## src/rtl/rau_pkg.sv

```systemverilog
// Package with shared types and constants for the rational arithmetic unit.
package rau_pkg;
    localparam int PART_WIDTH = 32;
    localparam int PROD_W = 2 * PART_WIDTH;
    localparam int CNT_W = $clog2(PROD_W + 1);

    localparam logic [2:0] OP_ADD = 3'd0;
    localparam logic [2:0] OP_SUB = 3'd1;
    localparam logic [2:0] OP_MUL = 3'd2;
    localparam logic [2:0] OP_DIV = 3'd3;
    localparam logic [2:0] OP_RED = 3'd4;

    localparam logic [1:0] ST_OK = 2'd0;
    localparam logic [1:0] ST_ZERO = 2'd1;
    localparam logic [1:0] ST_OVF = 2'd2;

    typedef enum logic [3:0] {
        S_IDLE, S_MUL1, S_MUL2, S_COMB, S_GCD, S_DIVN, S_DIVD, S_DONE, S_OUT
    } t_state;

    // Commands from the controller to the datapath.
    typedef struct packed {
        logic load;
        logic mul1;
        logic mul2;
        logic comb;
        logic gcd_step;
        logic div_start;
        logic div_load_den;
        logic div_sel_den;
        logic div_step;
        logic div_store;
        logic finish;
    } t_cmd;

    // Status from the datapath to the controller.
    typedef struct packed {
        logic early_err;
        logic gcd_done;
        logic div_done;
    } t_stat;
endpackage

```

## src/rtl/rau_ctrl.sv

```systemverilog
// Controller state machine sequencing the datapath for one item at a time.
module rau_ctrl (
    input  logic           i_clk,
    input  logic           i_rst_n,
    input  logic           i_valid,
    output logic           o_stall,
    output logic           o_valid,
    input  logic           i_stall,
    input  rau_pkg::t_stat i_stat,
    output rau_pkg::t_cmd  o_cmd
);
    rau_pkg::t_state r_state, n_state;
    logic r_sel_den, n_sel_den;

    always_ff @(posedge i_clk) begin
        if (!i_rst_n) begin
            r_state   <= rau_pkg::S_IDLE;
            r_sel_den <= 1'b0;
        end else begin
            r_state   <= n_state;
            r_sel_den <= n_sel_den;
        end
    end

    // Next state and commands.
    always_comb begin
        n_state   = r_state;
        n_sel_den = r_sel_den;
        o_cmd     = '0;
        o_cmd.div_sel_den = r_sel_den;
        o_stall   = 1'b1;
        o_valid   = 1'b0;
        unique case (r_state)
            rau_pkg::S_IDLE: begin
                o_stall = 1'b0;
                if (i_valid) begin
                    o_cmd.load = 1'b1;
                    n_state = i_stat.early_err ? rau_pkg::S_OUT : rau_pkg::S_MUL1;
                end
            end
            rau_pkg::S_MUL1: begin
                o_cmd.mul1 = 1'b1;
                n_state = rau_pkg::S_MUL2;
            end
            rau_pkg::S_MUL2: begin
                o_cmd.mul2 = 1'b1;
                n_state = rau_pkg::S_COMB;
            end
            rau_pkg::S_COMB: begin
                o_cmd.comb = 1'b1;
                n_state = rau_pkg::S_GCD;
            end
            rau_pkg::S_GCD: begin
                if (i_stat.gcd_done) begin
                    o_cmd.div_start = 1'b1;
                    o_cmd.div_sel_den = 1'b0;
                    n_sel_den = 1'b0;
                    n_state = rau_pkg::S_DIVN;
                end else begin
                    o_cmd.gcd_step = 1'b1;
                end
            end
            rau_pkg::S_DIVN: begin
                if (i_stat.div_done) begin
                    o_cmd.div_store = 1'b1;
                    o_cmd.div_start = 1'b1;
                    o_cmd.div_load_den = 1'b1;
                    n_sel_den = 1'b1;
                    n_state = rau_pkg::S_DIVD;
                end else begin
                    o_cmd.div_step = 1'b1;
                end
            end
            rau_pkg::S_DIVD: begin
                if (i_stat.div_done) begin
                    o_cmd.div_store = 1'b1;
                    n_state = rau_pkg::S_DONE;
                end else begin
                    o_cmd.div_step = 1'b1;
                end
            end
            rau_pkg::S_DONE: begin
                o_cmd.finish = 1'b1;
                n_state = rau_pkg::S_OUT;
            end
            rau_pkg::S_OUT: begin
                o_valid = 1'b1;
                if (!i_stall) n_state = rau_pkg::S_IDLE;
            end
            default: n_state = rau_pkg::S_IDLE;
        endcase
    end
endmodule

```

## config.mk

```make
export PLATFORM = sky130hd
export DESIGN_NAME = rau_ctrl
export DESIGN_NICKNAME = d
export VERILOG_FILES = /design/src/rtl/rau_pkg.sv /design/src/rtl/rau_ctrl.sv
export SDC_FILE = /design/constraint.sdc
export NUM_CORES = 1
export LEC_CHECK = 0
export BUFFER_PORTS_ARGS = -buffer_cell sky130_fd_sc_hd__buf_2
export CORE_AREA = 8 8 45 47
export DETAILED_ROUTE_END_ITERATION = 16
export DIE_AREA = 0 0 53 55
export HOLD_SLACK_MARGIN = 0.15
export SLEW_MARGIN = 5
export SYNTH_ARGS = -nofsm -noshare
export SYNTH_HDL_FRONTEND = slang
export SYNTH_SLANG_ARGS = --single-unit
```

## constraint.sdc

```tcl
create_clock -name i_clk -period 2.4 [get_ports i_clk]
set_input_delay 0.48 -clock i_clk [delete_from_list [all_inputs] [get_ports i_clk]]
set_output_delay 0.48 -clock i_clk [all_outputs]
set_load 0.02 [all_outputs]
```

After elaboration in Yosys (flattened, before gate mapping) --
Cells that the tools add are included.
Cells by class: mux-type cells 28, reductions and logical operators 5, equal/unequal tests 13
Operator list (count):
- $pmux W4 S9 | 1
- $mux W4 | 6
- $mux W1 | 17
- $eq A4 B3 Y1 const B | 4
- $ne A2 B2 Y1 const B | 5
- $eq A4 B2 Y1 const B | 2
- $reduce_and A5 Y1 | 1
- $eq A4 B1 Y1 const B | 1
- $eq A4 B4 Y1 const B | 1
- $logic_not A4 Y1 | 1
- $mux W2 | 2
- $pmux W1 S2 | 2
- $reduce_and A2 Y1 | 1
- $reduce_bool A2 Y1 | 1
- $reduce_or A2 Y1 | 1
Storage, ports and cells: output and inout bits 13, bits of input ports 7, register bits after elaboration 5, word-level logic and storage cells 48

Depth between registers and ports, before layout --
word-level depth 3, depth in mapped cells 4, gate-level depth less buffers 3

Worst setup path before layout --
OpenSTA, ideal clock, no wires.
path kind register -> output, start register r_state[1], end output o_cmd[10] (netlist bit), required time 1920 ps, data arrival time 1330 ps, slack 590 ps, cell stages (with the launch flop) 3, path buffers 0, cell sequence dfxtp_1 > or4_1 > nor2_1
RTL lines:
- start: declaration | RTL line rau_ctrl.sv:12 | rau_pkg::t_state r_state, n_state;
- start signal: assignment | RTL line rau_ctrl.sv:17 | r_state <= rau_pkg::S_IDLE;
- start signal: assignment | RTL line rau_ctrl.sv:20 | r_state <= n_state;
- end: declaration | RTL line rau_ctrl.sv:10 | output rau_pkg::t_cmd o_cmd

==> flow_metrics.py <==
metrics = {
    "placement": {
        "dpl_worst_slack_ps": 621,
        "placedCellCount": 89,
        "io_buffers": 19,
        "placed_area_um2": 531,
        "dp_hpwl_um": 864,
        "gp_congestion": 0.737,
    },
    "floorplanning": {
        "initial_core_util_pct": 31.3,
        "die_x_um": 53,
        "core_area_um2": 1380,
        "die_h_um": 55,
        "fp-row-count": 14,
        "die-area_um2": 2920,
        "num_io_pins": 20,
    },
    "clock_tree": {
        "ctsResizeCount": 0,
        "clock-sinks": 5,
        "insertion_delay_ps": 240,
        "cts_tree": "done",
        "numCtsBuffers": 3,
        "root_buffer": "clkbuf_4",
        "clock_path_buffers": 2,
        "path_clk_slew_ps": 40,
        "postCtsSetupRepairBufs": 0,
        "htreeDepth": 1,
        "ctsHoldBuffers": 0,
    },
    "finish": {
        "diodes": 0,
        "ff_latch_area_um2": 100,
        "final_nets": 85,
        "nFillCells": 157,
        "finalInstanceArea_um2": 557,
        "multi_input_area_um2": 308,
        "final_cells": 93,
        "drive_gt1_share_pct": 29.9,
        "area_delta_synth_final_pct": 28.6,
    },
    "synth": {
        "syn_inst": 58,
        "yosysMostFrequentCell": "nand2b_1",
        "yosysWarnings": 0,
        "synthTopCellsByArea": "dfxtp_1 23%, nand2b_1 10%, nor3_1 4.6%, nor2_1 4.3%, nor2b_1 4.3%",
        "synth_top_cell_by_area": "dfxtp_1",
        "syn_nets": 65,
        "synth_edf_count": 0,
        "synth_common_cells": "7 x nand2b_1, 5 x dfxtp_1, 5 x nor2_1",
        "synth_ff_type": "dfxtp_1",
        "ys_ff_latch": 5,
        "yosys.cell_types.count": 30,
        "avgSynthCellArea_um2": 7.46,
        "ys_seq_area_share_pct": 23.1,
        "synth_area_um2": 433,
        "synthArstFlopShare_pct": 0,
        "synth_top_cell_area_share_pct": 23.1,
    },
    "setup_path": {
        "r2r_start": "r_state[1]",
        "endpoint_kind": "output port",
        "crit_fanout": 15,
        "r2r-end": "r_state[3]",
        "required_ps": 1920,
        "crit_start": "r_state[1]",
        "r2r_slack_ps": 850,
        "start_kind": "register",
        "critical_path_class": "reg2out",
        "r2r_cells": 3,
        "arrival_ps": 1560,
    },
    "run": {
        "maxCapViolCount": 0,
    },
    "drt": {
        "remaining_drc_errors": 0,
        "dr_total_vias": 469,
        "viasPerCell": 5.04,
        "wirelength_mm": 1.12,
        "drtAntennaViolNets": 0,
        "drt_iter0_drc": 1,
        "dr.pass1.iters": 3,
        "wl_per_cell_um": 12.1,
    },
    "pwr": {
        "p_per_area_nw_per_um2": 1040,
        "vdd_ir_drop_max_mv": 0.354,
        "power.total_uw": 582,
        "power_leakage_uw": 0.000259,
    },
    "sta": {
        "worstMarginPinSlew_ps": 462,
        "min_period_over_period_pct": 84.8,
        "maxSlewViolCount": 0,
        "skew_ps": 1.08,
        "max_slew_margin_pct": 69.1,
        "hold_viol_final": 0,
        "max_freq_mhz": 491,
        "min_period_ps": 2040,
        "setup_violations": 0,
        "setup_ws_ps": 365,
        "tns_ps": 0,
        "rsz0062_at_grt": "no",
    },
    "global_route": {
        "first_global_vias": 408,
        "overflow": 0,
        "grtUsageTotal_pct": 7.49,
        "grt_max_degree": 16,
        "grt_pass1_wl_mm": 1.65,
        "antenna_found_initial": 0,
    },
    "status": {
        "status": "completed",
    },
    "hold_path": {
        "min_path_type": "in2reg",
        "hold_end": "r_sel_den",
        "min-delay-start": "i_rst_n",
        "worstHoldPathCells": 2,
    },
}
-- worst max-delay path by stage --
| stage | to | slack [ps] | depth (start not counted) |
|---|---|---|---|
| after global routing | o_cmd[2] | 270 | 4 |
| after detailed placement | o_cmd[10] | 620 | 3 |
| final | o_cmd[10] | 360 | 3 |
| after CTS | o_cmd[10] | 360 | 3 |
| after global placement | o_cmd[10] | 650 | 3 |
| after floorplan | o_cmd[10] | 590 | 2 |
-- cells by family (layout without fill, tap and decap cells) --
logic type                count (synthesis)  in the layout  synth area share, %
AOI/OAI and AO/OA                        15             15                 26.9
xor gates and xnor gates                  1              1                 2.02
buffers and inverters                     6             25                 5.78
DFF                                       5              5                 23.1
muxes                                     2              2                 4.91
and+or+nand+nor                          29             29                 37.3
-- worst max-delay path, cell delays in order (launching register included) --
cell and delay (ps):
dfxtp_1 440, or4_1 610, nor2_1 100, buf_2 160
-- layout make-up --
type                    count  area share [%]
repair buffers             19            17.1
multi-input cells          47            55.3
well taps                  16            3.60
inverters                   2            1.35
flip-flops and latches      5            18.0
clock buffers               4            4.72
-- sequential cells by signal, indices dropped and copies added, names as in the netlist --
name,cells
r_state,4
r_sel_den,1
-- cells in the final DEF (no fill, tap or decap), types with 2 or more instances in the layout --
master / Yosys / routed
clkbuf_4: 0 / 3
nand2_1: 2 / 2
o21a_1: 2 / 2
inv_1: 2 / 2
a21oi_1: 3 / 3
and2_1: 2 / 2
dfxtp_1: 5 / 5
nor2_1: 5 / 5
nor2b_1: 3 / 3
nand2b_1: 7 / 7
nor3_1: 4 / 4
buf_2: 2 / 19
nand3_1: 2 / 2
-- report_power, final --
group,switching [µW],internal (µW),total (µW)
registers,70.8,106,176
logic,170,139,308
clock network,34.1,62.8,97.0
total,275,307,582
-- routing by layer --
layer  track usage [%]  up-vias  share of wire, %
met5                 0        -                 0
met4              6.47        0               1.9
met3              2.14        4               5.8
met2              12.1        7                51
met1              7.90      212                41
li1                  -      246                 -
-- metrics by stage --
step	utilization [%]	hold WS, ps
after floorplan	-	595
after global placement	38.3	571
after detailed placement	38.3	569
after CTS	40.2	496
after global routing	40.2	487
final	40.2	497
Power figures use the tool's default switching activity.
